## src/hdl/twt_pkg.sv

```systemverilog
// package for the timer table core: codes, widths and the result type
// no dependencies
`timescale 1ns / 1ps
package twt_pkg;
    localparam logic [1:0] OP_CREATE  = 2'd0;
    localparam logic [1:0] OP_DESTROY = 2'd1;
    localparam logic [1:0] OP_UPDATE  = 2'd2;
    localparam logic [1:0] OP_IGNORED = 2'd3;

    localparam logic [1:0] KIND_STATUS = 2'd0;
    localparam logic [1:0] KIND_FIRED  = 2'd1;
    localparam logic [1:0] KIND_DONE   = 2'd2;

    localparam logic [2:0] ST_OK        = 3'd0;
    localparam logic [2:0] ST_EXISTS    = 3'd1;
    localparam logic [2:0] ST_NOT_FOUND = 3'd2;
    localparam logic [2:0] ST_FULL      = 3'd3;
    localparam logic [2:0] ST_TOO_SOON  = 3'd4;

    localparam logic CFG_CHECK_INTERVAL = 1'b0;
    localparam logic CFG_TIME_ORIGIN    = 1'b1;

    typedef struct packed {
        logic [1:0]  kind;
        logic [2:0]  status;
        logic [7:0]  owner;
        logic [15:0] id;
        logic        expired;
        logic        last;
    } result_t;

    // controller to datapath
    typedef struct packed {
        logic load;      // capture input item, reset scan
        logic prep;      // compute slot window
        logic scan;      // process entry at scan index
        logic commit;    // apply create or destroy
    } cmd_t;

    // datapath to controller
    typedef struct packed {
        logic scan_done;
        logic too_soon;
        logic hit;       // current entry is due to fire
    } stat_t;
endpackage

```

## src/hdl/timing_wheel_timer_table_core.sv

```systemverilog
// timer table core: an item (create, destroy, update) is loaded, prepared, scanned over
// the table one entry per cycle unless stalled, then finished; a too-soon update skips the scan
// results leave through a one-deep output register; a fired item stalls the scan while it is busy
// reset: synchronous active low aresetn clears the table, config and control
// depends on twt_pkg, twt_ctrl, twt_datapath
`timescale 1ns / 1ps
module timing_wheel_timer_table_core #(
    parameter int TIMERS     = 32,
    parameter int SLOTS      = 64,
    parameter int SLOT_TICKS = 16
) (
    input  logic         aclk,
    input  logic         aresetn,
    input  logic         s_tvalid,
    output logic         s_tready,
    input  logic [127:0] s_tdata,   // owner, timer_id, interval, call_count, now
    input  logic [1:0]   s_tuser,   // operation
    output logic         m_tvalid,
    input  logic         m_tready,
    output logic [31:0]  m_tdata,   // status, fired_owner, fired_id, expired, zero pad
    output logic [1:0]   m_tuser,   // kind
    output logic         m_tlast,
    input  logic         cfg_valid,
    output logic         cfg_ready,
    input  logic         cfg_index,
    input  logic [31:0]  cfg_data
);
    twt_pkg::cmd_t    cmd;
    twt_pkg::stat_t   stat;
    twt_pkg::result_t res, out_reg;
    logic emit_fire, emit_final, is_update, res_load, valid_reg, busy;

    assign busy = valid_reg && !m_tready;
    assign cfg_ready = 1'b1;

    twt_ctrl u_ctrl (
        .aclk(aclk), .aresetn(aresetn), .in_valid(s_tvalid), .in_op(s_tuser),
        .in_ready(s_tready), .out_busy(busy), .stat(stat), .cmd(cmd),
        .emit_fire(emit_fire), .emit_final(emit_final), .is_update(is_update)
    );

    twt_datapath #(.TIMERS(TIMERS), .SLOTS(SLOTS), .SLOT_TICKS(SLOT_TICKS)) u_dp (
        .aclk(aclk), .aresetn(aresetn), .cmd(cmd), .is_update(is_update),
        .emit_fire(emit_fire), .emit_final(emit_final), .stat(stat),
        .in_op(s_tuser), .in_owner(s_tdata[7:0]), .in_id(s_tdata[23:8]),
        .in_interval(s_tdata[55:24]), .in_count(s_tdata[87:56]),
        .in_now(s_tdata[119:88]), .cfg_we(cfg_valid), .cfg_index(cfg_index),
        .cfg_data(cfg_data), .res(res), .res_load(res_load)
    );

    always_ff @(posedge aclk) begin
        if (!aresetn) valid_reg <= 1'b0;
        else if (res_load) valid_reg <= 1'b1;
        else if (m_tready) valid_reg <= 1'b0;
    end

    always_ff @(posedge aclk) begin
        if (res_load) out_reg <= res;
    end

    assign m_tvalid = valid_reg;
    assign m_tuser  = out_reg.kind;
    assign m_tlast  = out_reg.last;
    assign m_tdata  = {4'd0, out_reg.expired, out_reg.id, out_reg.owner, out_reg.status};
endmodule

```

## src/hdl/twt_ctrl.sv

```systemverilog
// controller state machine of the timer table core
// depends on twt_pkg
`timescale 1ns / 1ps
module twt_ctrl (
    input  logic            aclk,
    input  logic            aresetn,
    input  logic            in_valid,
    input  logic [1:0]      in_op,
    output logic            in_ready,
    input  logic            out_busy,
    input  twt_pkg::stat_t  stat,
    output twt_pkg::cmd_t   cmd,
    output logic            emit_fire,
    output logic            emit_final,
    output logic            is_update
);
    localparam logic [2:0] S_IDLE = 3'd0;
    localparam logic [2:0] S_PREP = 3'd1;
    localparam logic [2:0] S_SCAN = 3'd2;
    localparam logic [2:0] S_FIN  = 3'd3;

    logic [2:0] state_reg, state_next;
    logic       upd_reg, upd_next;

    assign in_ready  = (state_reg == S_IDLE);
    assign is_update = upd_reg;

    always_comb begin
        state_next = state_reg;
        upd_next   = upd_reg;
        cmd        = '0;
        emit_fire  = 1'b0;
        emit_final = 1'b0;
        unique case (state_reg)
            S_IDLE: begin
                if (in_valid && in_op != twt_pkg::OP_IGNORED) begin
                    cmd.load   = 1'b1;
                    upd_next   = (in_op == twt_pkg::OP_UPDATE);
                    state_next = S_PREP;
                end
            end
            S_PREP: begin
                cmd.prep = 1'b1;
                if (upd_reg && stat.too_soon) state_next = S_FIN;
                else state_next = S_SCAN;
            end
            S_SCAN: begin
                if (!(stat.hit && out_busy)) begin
                    cmd.scan  = 1'b1;
                    emit_fire = stat.hit;
                    if (stat.scan_done) state_next = S_FIN;
                end
            end
            S_FIN: begin
                if (!out_busy) begin
                    emit_final = 1'b1;
                    cmd.commit = 1'b1;
                    state_next = S_IDLE;
                end
            end
            default: state_next = S_IDLE;
        endcase
    end

    always_ff @(posedge aclk) begin
        if (!aresetn) begin
            state_reg <= S_IDLE;
            upd_reg   <= 1'b0;
        end else begin
            state_reg <= state_next;
            upd_reg   <= upd_next;
        end
    end
endmodule

```

## src/hdl/twt_datapath.sv

```systemverilog
// datapath of the timer table core: entry store, scan and slot arithmetic
// depends on twt_pkg
`timescale 1ns / 1ps
module twt_datapath #(
    parameter int TIMERS     = 32,
    parameter int SLOTS      = 64,
    parameter int SLOT_TICKS = 16
) (
    input  logic                 aclk,
    input  logic                 aresetn,
    input  twt_pkg::cmd_t        cmd,
    input  logic                 is_update,
    input  logic                 emit_fire,
    input  logic                 emit_final,
    output twt_pkg::stat_t       stat,
    input  logic [1:0]           in_op,
    input  logic [7:0]           in_owner,
    input  logic [15:0]          in_id,
    input  logic [31:0]          in_interval,
    input  logic [31:0]          in_count,
    input  logic [31:0]          in_now,
    input  logic                 cfg_we,
    input  logic                 cfg_index,
    input  logic [31:0]          cfg_data,
    output twt_pkg::result_t     res,
    output logic                 res_load
);
    localparam int IW = (TIMERS > 1) ? $clog2(TIMERS) : 1;
    localparam int CW = $clog2(TIMERS + 1);
    localparam int SW = (SLOTS > 1) ? $clog2(SLOTS) : 1;
    localparam logic [CW-1:0] LAST_IDX = CW'(TIMERS - 1);

    logic [TIMERS-1:0] valid_reg;
    logic [7:0]  own_mem  [TIMERS];
    logic [15:0] id_mem   [TIMERS];
    logic [31:0] ivl_mem  [TIMERS];
    logic [31:0] rem_mem  [TIMERS];
    logic [31:0] lf_mem   [TIMERS];
    logic [SW-1:0] slot_mem [TIMERS];

    logic [15:0] chk_reg;
    logic [31:0] origin_reg, lct_reg;
    logic [1:0]  op_reg;
    logic [7:0]  own_reg;
    logic [15:0] id_reg;
    logic [31:0] ivl_reg, cnt_reg, now_reg;
    logic [CW-1:0] idx_reg;
    logic        found_reg, free_ok_reg;
    logic [IW-1:0] found_idx_reg, free_idx_reg;
    logic [SW-1:0] start_reg, span_reg;
    logic [SW-1:0] slot_new_reg;
    logic        soon_reg;

    logic [IW-1:0] ix;
    assign ix = idx_reg[IW-1:0];

    function automatic logic [SW-1:0] slot_of(input logic [31:0] t, input logic [31:0] org);
        logic [31:0] rel;
        logic [31:0] q;
        begin
            rel = t - org;
            q = rel / SLOT_TICKS;
            slot_of = SW'(q % SLOTS);
        end
    endfunction

    function automatic logic [31:0] in_now_diff(input logic [31:0] a, input logic [31:0] b);
        in_now_diff = a - b;
    endfunction

    // slot offset from window start, modulo slots
    logic [SW:0] off_raw;
    logic [SW-1:0] off;
    always_comb begin
        off_raw = {1'b0, slot_mem[ix]} + (SW+1)'(SLOTS) - {1'b0, start_reg};
        off = (off_raw >= (SW+1)'(SLOTS)) ? SW'(off_raw - (SW+1)'(SLOTS)) : off_raw[SW-1:0];
    end

    // slot window width, modulo slots
    logic [SW-1:0] lct_slot, now_slot;
    logic [SW:0] span_raw;
    logic [SW-1:0] span_mod;
    assign lct_slot = slot_of(lct_reg, origin_reg);
    assign now_slot = slot_of(now_reg, origin_reg);
    always_comb begin
        span_raw = {1'b0, now_slot} + (SW+1)'(SLOTS) - {1'b0, lct_slot};
        span_mod = (span_raw >= (SW+1)'(SLOTS)) ? SW'(span_raw - (SW+1)'(SLOTS))
                                                 : span_raw[SW-1:0];
    end

    logic due, hit, expd;
    logic [31:0] rem_dec;
    assign due  = (in_now_diff(now_reg, lf_mem[ix]) >= ivl_mem[ix]);
    assign hit  = is_update && valid_reg[ix] && (off <= span_reg) && due;
    assign rem_dec = rem_mem[ix] - 32'd1;
    assign expd = (rem_mem[ix] == 32'd1);

    logic [31:0] ivl_eff;
    assign ivl_eff = (in_interval == 32'd0) ? 32'd1 : in_interval;

    assign stat.scan_done = (idx_reg == LAST_IDX);
    assign stat.too_soon  = ((now_reg - lct_reg) < {16'd0, chk_reg});
    assign stat.hit       = hit;

    // slot of the next due time for a firing entry, written to the slot store on a hit
    logic [SW-1:0] fire_slot;
    assign fire_slot = slot_of(now_reg + ivl_mem[ix], origin_reg);

    always_ff @(posedge aclk) begin
        if (!aresetn) begin
            valid_reg  <= '0;
            chk_reg    <= 16'd16;
            origin_reg <= '0;
            lct_reg    <= '0;
        end else begin
            if (cfg_we) begin
                if (cfg_index == twt_pkg::CFG_CHECK_INTERVAL) chk_reg <= cfg_data[15:0];
                else begin
                    origin_reg <= cfg_data;
                    lct_reg    <= cfg_data;
                end
            end
            if (cmd.prep && is_update && !stat.too_soon) lct_reg <= now_reg;
            if (cmd.scan && hit && expd) valid_reg[ix] <= 1'b0;
            if (cmd.commit && !is_update) begin
                if (op_reg == twt_pkg::OP_CREATE && !found_reg && free_ok_reg)
                    valid_reg[free_idx_reg] <= 1'b1;
                if (op_reg == twt_pkg::OP_DESTROY && found_reg)
                    valid_reg[found_idx_reg] <= 1'b0;
            end
        end
    end

    always_ff @(posedge aclk) begin
        if (cmd.load) begin
            op_reg  <= in_op;
            own_reg <= in_owner;
            id_reg  <= in_id;
            ivl_reg <= ivl_eff;
            cnt_reg <= in_count;
            now_reg <= in_now;
            idx_reg <= '0;
            found_reg   <= 1'b0;
            free_ok_reg <= 1'b0;
            found_idx_reg <= '0;
            free_idx_reg  <= '0;
        end
        if (cmd.prep) begin
            start_reg <= lct_slot;
            span_reg  <= span_mod;
            slot_new_reg <= slot_of(lct_reg + ivl_reg, origin_reg);
            soon_reg  <= stat.too_soon;
        end
        if (cmd.scan) begin
            if (!stat.scan_done) idx_reg <= idx_reg + CW'(1);
            if (!is_update) begin
                if (valid_reg[ix]) begin
                    if (!found_reg && own_mem[ix] == own_reg && id_mem[ix] == id_reg) begin
                        found_reg <= 1'b1;
                        found_idx_reg <= ix;
                    end
                end else if (!free_ok_reg) begin
                    free_ok_reg <= 1'b1;
                    free_idx_reg <= ix;
                end
            end else if (hit) begin
                lf_mem[ix] <= now_reg;
                if (rem_mem[ix] != 32'd0) rem_mem[ix] <= rem_dec;
                if (!expd) slot_mem[ix] <= fire_slot;
            end
        end
        if (cmd.commit && !is_update && op_reg == twt_pkg::OP_CREATE
            && !found_reg && free_ok_reg) begin
            own_mem[free_idx_reg]  <= own_reg;
            id_mem[free_idx_reg]   <= id_reg;
            ivl_mem[free_idx_reg]  <= ivl_reg;
            rem_mem[free_idx_reg]  <= cnt_reg;
            lf_mem[free_idx_reg]   <= lct_reg;
            slot_mem[free_idx_reg] <= slot_new_reg;
        end
    end

    always_comb begin
        res = '0;
        res_load = emit_fire | emit_final;
        if (emit_fire) begin
            res.kind    = twt_pkg::KIND_FIRED;
            res.owner   = own_mem[ix];
            res.id      = id_mem[ix];
            res.expired = expd;
        end else if (is_update) begin
            res.kind   = twt_pkg::KIND_DONE;
            res.status = soon_reg ? twt_pkg::ST_TOO_SOON : twt_pkg::ST_OK;
            res.last   = 1'b1;
        end else begin
            res.kind  = twt_pkg::KIND_STATUS;
            res.owner = own_reg;
            res.id    = id_reg;
            res.last  = 1'b1;
            if (op_reg == twt_pkg::OP_CREATE) begin
                if (found_reg) res.status = twt_pkg::ST_EXISTS;
                else if (!free_ok_reg) res.status = twt_pkg::ST_FULL;
            end else if (!found_reg) res.status = twt_pkg::ST_NOT_FOUND;
        end
    end
endmodule
```

## config.mk

```make
export PLATFORM = sky130hd
export DESIGN_NAME = timing_wheel_timer_table_core
export DESIGN_NICKNAME = d
export VERILOG_FILES = /design/src/hdl/twt_pkg.sv /design/src/hdl/timing_wheel_timer_table_core.sv /design/src/hdl/twt_ctrl.sv /design/src/hdl/twt_datapath.sv
export SDC_FILE = /design/constraint.sdc
export NUM_CORES = 2
export LEC_CHECK = 0
export ABC_AREA = 1
export BUFFER_PORTS_ARGS = -buffer_cell sky130_fd_sc_hd__buf_2
export CELL_PAD_IN_SITES_DETAIL_PLACEMENT = 2
export CELL_PAD_IN_SITES_GLOBAL_PLACEMENT = 2
export CORE_ASPECT_RATIO = 0.6
export CORE_MARGIN = 10
export CORE_UTILIZATION = 44
export CTS_CLUSTER_DIAMETER = 120
export DETAILED_ROUTE_END_ITERATION = 8
export PLACE_DENSITY_LB_ADDON = 0.12
export SLEW_MARGIN = 20
export SYNTH_ARGS = -nofsm -noshare
export SYNTH_HDL_FRONTEND = slang
export SYNTH_SLANG_ARGS = --single-unit
```

## constraint.sdc

```tcl
create_clock -name aclk -period 11.3 [get_ports aclk]
set_clock_uncertainty 0.15 [all_clocks]
set_input_delay 3.39 -clock aclk [delete_from_list [all_inputs] [get_ports aclk]]
set_output_delay 3.39 -clock aclk [all_outputs]
set_load 0.03 [all_outputs]
```

# == Word level (Yosys, flattened, before mapping) ==
# Memory sizes are Yosys's and may differ from the RTL's. A register that Yosys moved wholly into a read port is not among the register bits.
# Index checks and enable logic that the tools add are counted.
# totals
mem_bits_rw,4032
output_inout_bits,38
mem_count,6
word_cells,218
register_bits,285
# mem_list
memory,words,word_bits,read_ports,rd_clocked_by_memory_dff,wr,line_no,rtl
u_dp.ivl_mem,32,32,1,1,1,twt_datapath.sv:36,logic [31:0] ivl_mem [TIMERS];
u_dp.lf_mem,32,32,1,1,1,twt_datapath.sv:38,logic [31:0] lf_mem [TIMERS];
u_dp.rem_mem,32,32,1,1,1,twt_datapath.sv:37,logic [31:0] rem_mem [TIMERS];
u_dp.id_mem,32,16,1,1,1,twt_datapath.sv:35,logic [15:0] id_mem [TIMERS];
u_dp.own_mem,32,8,1,1,1,twt_datapath.sv:34,logic [7:0] own_mem [TIMERS];
u_dp.slot_mem,32,6,1,1,1,twt_datapath.sv:39,logic [SW-1:0] slot_mem [TIMERS];
# op_classes
n_eq_ne,14
bitwise,7
reduce_logical,42
n_lt_le_gt_ge,11
n_addsub,16
mux,94
# op_table
cell,n
two-way mux 32 bit,12
two-way mux 5 bit,14
bitwise AND 32 bit,2
inverter 32 bit,2
OR reduction 32 bit,2
subtractor 32 bit,2
two-way mux 24 bit,2
two-way mux 1 bit,46
subtractor 10 bit,4
two-way mux 6 bit,6
equality test 32 x 1 -> 1 bit (second input constant),1
greater-or-equal comparator 32 bit,1
zero test 32 bit,1
< comparator 32 x 16 -> 1 bit,1
OR 32 bit,1
nonzero test 32 bit,1
subtractor 32 x 1 -> 32 bit (second input constant),1
logical AND 1 bit,23
two-way mux 3 bit,7
adder 10 bit,2
< comparator 5 x 6 -> 1 bit (second input constant),3
equality test 16 bit,1
demux 1 bit (select 5 bit),3
greater-or-equal comparator 5 x 1 -> 1 bit (second input constant),3
26 further kinds,43

# == Depth between registers and ports, before layout ==
# logic_depth
ltp_word,21
mapped_depth,46
mapped_depth_nobuf,36

# == Modules after synthesis ==
# A second synthesis with hierarchy kept.
# unflattened
cells_unflattened,14646
area_unflattened_um2,177685.4
# modules_own_cells
module,cells_each,area_each_um2,instances,seq_area_each_um2
twt_datapath,14556,176377.9,1,127472.3
timing_wheel_timer_table_core,45,1026.0,1,950.9
twt_ctrl,45,281.5,1,60.1

# == Worst setup path before layout ==
# OpenSTA, ideal clock, no wires.
# synth_timing
path_type,input to register
from,input port s_tuser[0]
to,register u_dp.idx_reg[3]
arrival_time_ps,9934
path_slack_ps,838
path_stages,8
n_path_buf,0
setup_time_ps,378
path_cell_list,nand2_1 > inv_1 > nor2_1 > inv_1 > nand2_1 > o21ai_0 > nand2_1 > o31ai_1
# synth_rtl
element,line_no,rtl
start: declaration,timing_wheel_timer_table_core.sv:17,"input logic [1:0] s_tuser,"
end signal: assignment,twt_datapath.sv:155,if (!stat.scan_done) idx_reg <= idx_reg + CW'(1);
end: declaration,twt_datapath.sv:47,logic [CW-1:0] idx_reg;

# == Worst setup path in the final report ==
# layout_timing
from,register u_dp.idx_reg[0]
to,"memory u_dp.lf_mem[26][4], enable pin"
# layout_via
elab_chain_cells,11
word_cells_on_any_way,14
classes_between,10 x mux; 4 x reduce/logical
# layout_lines
element,line_no,rtl
binary-select mux 1 bit (select 5 bit),twt_datapath.sv:94,assign hit = is_update && valid_reg[ix] && (off <= span_reg) && due;
two-way mux 1 bit (implied by the code),twt_datapath.sv:94,
logical AND 1 bit (3 in series),twt_datapath.sv:94,
logical AND 1 bit,twt_ctrl.sv:48,if (!(stat.hit && out_busy)) begin
two-way mux 1 bit,twt_ctrl.sv:48,
two-way mux 1 bit,twt_ctrl.sv:34,unique case (state_reg)
two-way mux 1 bit,twt_datapath.sv:154,if (cmd.scan) begin
two-way mux 1 bit (implied by the code),twt_datapath.sv:167,lf_mem[ix] <= now_reg;
two-way mux 1 bit (no source line),-,
end: declaration,twt_datapath.sv:38,
# Parallel ways exist; a longest one is shown, timed or not. The select of a mux whose other input is x is not followed.

==> metrics list <==
- Critical-path top delay cell: sky130_fd_sc_hd__dfxtp_4
- Entering global routing, the biggest net connects 213 pins.
* Worst reg-to-reg setup slack: 0.37 ns
- In this run, synthesis inferred 4204 flip-flops with an integrated enable.
- Max-cap violations in this run came to 0.
- Based on the critical path, the design can be clocked at up to 91.5 MHz.
- Classification of the worst setup path: flop to flop
- Leakage power of the design: 68.4 nW
- Share of cells above drive strength 1: 8.96%
* Most used cell, CP: sky130_fd_sc_hd__nand2_1
- For this run, the number of Yosys warnings is 0.
- Buffer depth of the longest clock path: 4
- Vias in the first global route: 138000
* Power density of the placed cells: 253 nW/µm²
- Worst IR drop on VDD: 0.000234 V
- After synthesis, the largest area contributor takes up 70.9% of total cell area.
- I/O pin count: 206
- Die area: 431000 µm²
- The largest registers in the layout are u_dp.ivl_mem x1024, u_dp.lf_mem x1024, u_dp.rem_mem x1024.
* Antenna-violating nets left: 0
- R2R Path Start: u_dp.idx_reg[0]$_DFF_P_
* Most area-consuming cells after synthesis: sky130_fd_sc_hd__edfxtp_1 71%, sky130_fd_sc_hd__o21ai_0 6.2%, sky130_fd_sc_hd__nor2_1 5.8%
* Hold Path Stages: 2
* Total of flip-flops plus latches after synthesis: 4316
- Total Routed Length: 722 mm
* Die height: 513 µm
- Worst hold path type: flop to flop
* Post-synth design cell area: 178000 µm²
- Via count: 129000
* Unrepaired setup endpoints after global routing: no
- Buffer cell driving the clock tree root: sky130_fd_sc_hd__clkbuf_16
- Count of cells along the worst register-to-register path: 33
- Standard-cell row count: 180
* Worst path required time: 11.79 ns
* Period minus WS final: 10.93 ns
* # DRC: 0
- Worst Setup Start Kind: flop
- The largest single stage delay on the critical path is 1.03 ns.
- Insertion delay to the later sink of the worst-skew pair: 0.99 ns
* Number of antenna violations at the first check in global routing: 41
- Number of vias per cell: 6.29
- For this configuration, the core starts out at a cell density of 44.3%.
- Transition time of the tightest slew-check pin: 1.25 ns
* CTS clock-pin slew for the worst setup and hold paths: 0.07 ns
- The clock net in this run drives a total of 4316 sinks.
- Sort of element at the end of the critical path: flop
* Worst Hold Path EP: u_dp.chk_reg[6]$_SDFFE_PN0P_
* Post-CTS Resized: 0
* Count of buffers from port buffering: 192
- The first global-routing pass estimated 1020 mm of wire.
- In this run the tightest slew margin relative to its limit is 16.2%.
- Avg WL per Cell: 35.2 µm
- The net count of the finished layout is 15200.
* Worst setup slack after layout: 0.370 ns
- sky130_fd_sc_hd__edfxtp_1 takes more of the synthesized area than any other cell.
- Count of distinct cell types in the synthesized netlist: 53
* Final period util: 96.7%
* Post-CTS repair timing setup buffer count: 0
* Outcome: finished clean
* Synthesized area per cell: 12.1 µm²
* Count of hold-fix buffers inserted at cts: 0
* Total setup violations reported at the end of the flow: 0
- For this run, the detailed router's first-pass iteration total came to 6.
- GRT Residual Overflow: 0
- In this run the standard cell core region covers 402000 µm².
* Endpoint arrival time on the critical path: 11.42 ns
- DP HPWL: 411 mm
- Aggregate global-route resource usage: 32.3%
* Weighted congestion at the end of routability-driven global placement: 0.884
* Origin of the worst min-delay path: u_dp.chk_reg[6]$_SDFFE_PN0P_
- Width of the chip: 841 µm
- Relative to the synthesized area, the layout overhead comes to 12.2%.
- Of all nets on the critical path, the largest fanout is 188.
- TritonCTS built the clock tree.
- In this run the critical register-to-register path is captured at u_dp.lf_mem[26][4]$_DFFE_PP_.
* Final Slew Violations: 0
* Setup slack at placement: 1.03 ns
* Post-Route Setup TNS: 0 ns
- Commonest register cell after synthesis: sky130_fd_sc_hd__edfxtp_1
- The clock tree synthesis step divided the H-tree into 5 levels.
- Summing the sequential cell areas from Yosys gives 72.2% of the chip area.
- The number of clock buffers added by TritonCTS is 415.
- Counting flops with an async set or reset pin after synthesis yields a share of 0%.
* Hold Violations, Final: 0
* Mapped Cells: 14700
* Initial DRC count: 16300
==> how the worst max path moves through the flow <==
stage / startpoint / end / slack, ns / cells past startpoint
floorplan: s_tuser[0] / u_dp.idx_reg[3]$_DFF_P_ / 0.84 / 8
CTS: u_dp.idx_reg[0]$_DFF_P_ / u_dp.lf_mem[26][4]$_DFFE_PP_ / 0.84 / 33
detailed placement: u_dp.idx_reg[0]$_DFF_P_ / u_dp.lf_mem[25][17]$_DFFE_PP_ / 1.03 / 32
finish: u_dp.idx_reg[0]$_DFF_P_ / u_dp.lf_mem[26][4]$_DFFE_PP_ / 0.37 / 33
global placement: u_dp.idx_reg[0]$_DFF_P_ / u_dp.rem_mem[23][11]$_DFFE_PP_ / 1.36 / 31
global route: u_dp.idx_reg[0]$_DFF_P_ / u_dp.lf_mem[26][4]$_DFFE_PP_ / 0.21 / 33
==> worst max-delay path: cells and delay by family (launching register included) <==
| kind | cells | cell delay (ns) |
|---|---|---|
| buf+inv | 7 | 2.91 |
| xor+xnor | 1 | 0.16 |
| compound gates | 7 | 1.80 |
| simple gates | 16 | 3.49 |
| flops | 1 | 1.03 |
| fa+ha+maj | 2 | 0.55 |
==> power by group <==
group	leakage, nW	internal [mW]	switching [mW]
Sequential	38.7	19.7	0.328
Clock	6.44	7.79	6.48
Combinational	23.2	4.05	12.2
Total	68.4	31.6	19.0
==> routing by layer <==
| layer | up-vias | track usage (%) | share of wire [%] |
|---|---|---|---|
| met5 | - | 0 | 0.023 |
| met4 | 24 | 10.5 | 3.7 |
| met3 | 1394 | 6.75 | 8.9 |
| met2 | 6131 | 51.0 | 46 |
| met1 | 68600 | 44.7 | 41 |
| li1 | 53100 | - | - |
==> cell usage after synthesis (81+ instances only) <==
master,n
sky130_fd_sc_hd__edfxtp_1,4204
sky130_fd_sc_hd__nor2_1,2736
sky130_fd_sc_hd__o21ai_0,2208
sky130_fd_sc_hd__nand2_1,1861
sky130_fd_sc_hd__o22ai_1,785
sky130_fd_sc_hd__clkbuf_1,566
sky130_fd_sc_hd__inv_1,529
sky130_fd_sc_hd__nand3_1,221
sky130_fd_sc_hd__buf_2,205
sky130_fd_sc_hd__a21oi_1,203
sky130_fd_sc_hd__ha_1,172
sky130_fd_sc_hd__o21ai_1,155
sky130_fd_sc_hd__a22o_1,124
sky130_fd_sc_hd__dfxtp_1,112
sky130_fd_sc_hd__xor2_1,81
==> logic make-up after synthesis <==
logic type | count (synthesis) | synth area share [%]
buf+inv | 1440 | 3.46
fa+ha+maj | 192 | 1.43
compound gates | 3595 | 11.1
flops | 4316 | 72.2
simple gates | 5061 | 11.2
other cells | 2 | 0.00422
xor+xnor | 108 | 0.539
==> through the flow <==
step | area [µm²] | utilization (%) | hold WS [ns] | instances | total power [mW]
4_1_cts | 199000 | 49.5 | 0.327 | 20500 | 50.2
5_1_grt | 200000 | 49.7 | 0.350 | 20500 | 52.6
2_1_floorplan | 178000 | - | 0.285 | 14700 | 29.5
3_3_place_gp | 185000 | 46.2 | 0.297 | 19700 | 34.4
6_report | 200000 | 49.7 | 0.320 | 20500 | 50.6
3_5_place_dp | 186000 | 46.2 | 0.310 | 19700 | 35.9
==> placed cells by master, fill, tap and decap left out, types with 171 or more instances in the layout <==
cell type                   count
sky130_fd_sc_hd__edfxtp_1    4204
sky130_fd_sc_hd__nor2_1      2661
sky130_fd_sc_hd__o21ai_0     2157
sky130_fd_sc_hd__nand2_1     1855
sky130_fd_sc_hd__o22ai_1      785
sky130_fd_sc_hd__inv_1        498
sky130_fd_sc_hd__clkbuf_16    421
sky130_fd_sc_hd__buf_4        315
sky130_fd_sc_hd__nand3_1      221
sky130_fd_sc_hd__a21oi_1      202
sky130_fd_sc_hd__buf_2        192
sky130_fd_sc_hd__ha_1         171
==> layout make-up <==
type	instances	area, µm²
flip-flops and latches	4316	128000
inverters	543	2090
clock buffers	515	11000
fillers	39000	202000
repair buffers	585	4800
diodes	10	25.0
multi-input cells	8961	44400
clock inverters	235	2170
well taps	5369	6720
No activity file was read; power rests on OpenSTA's default activity.
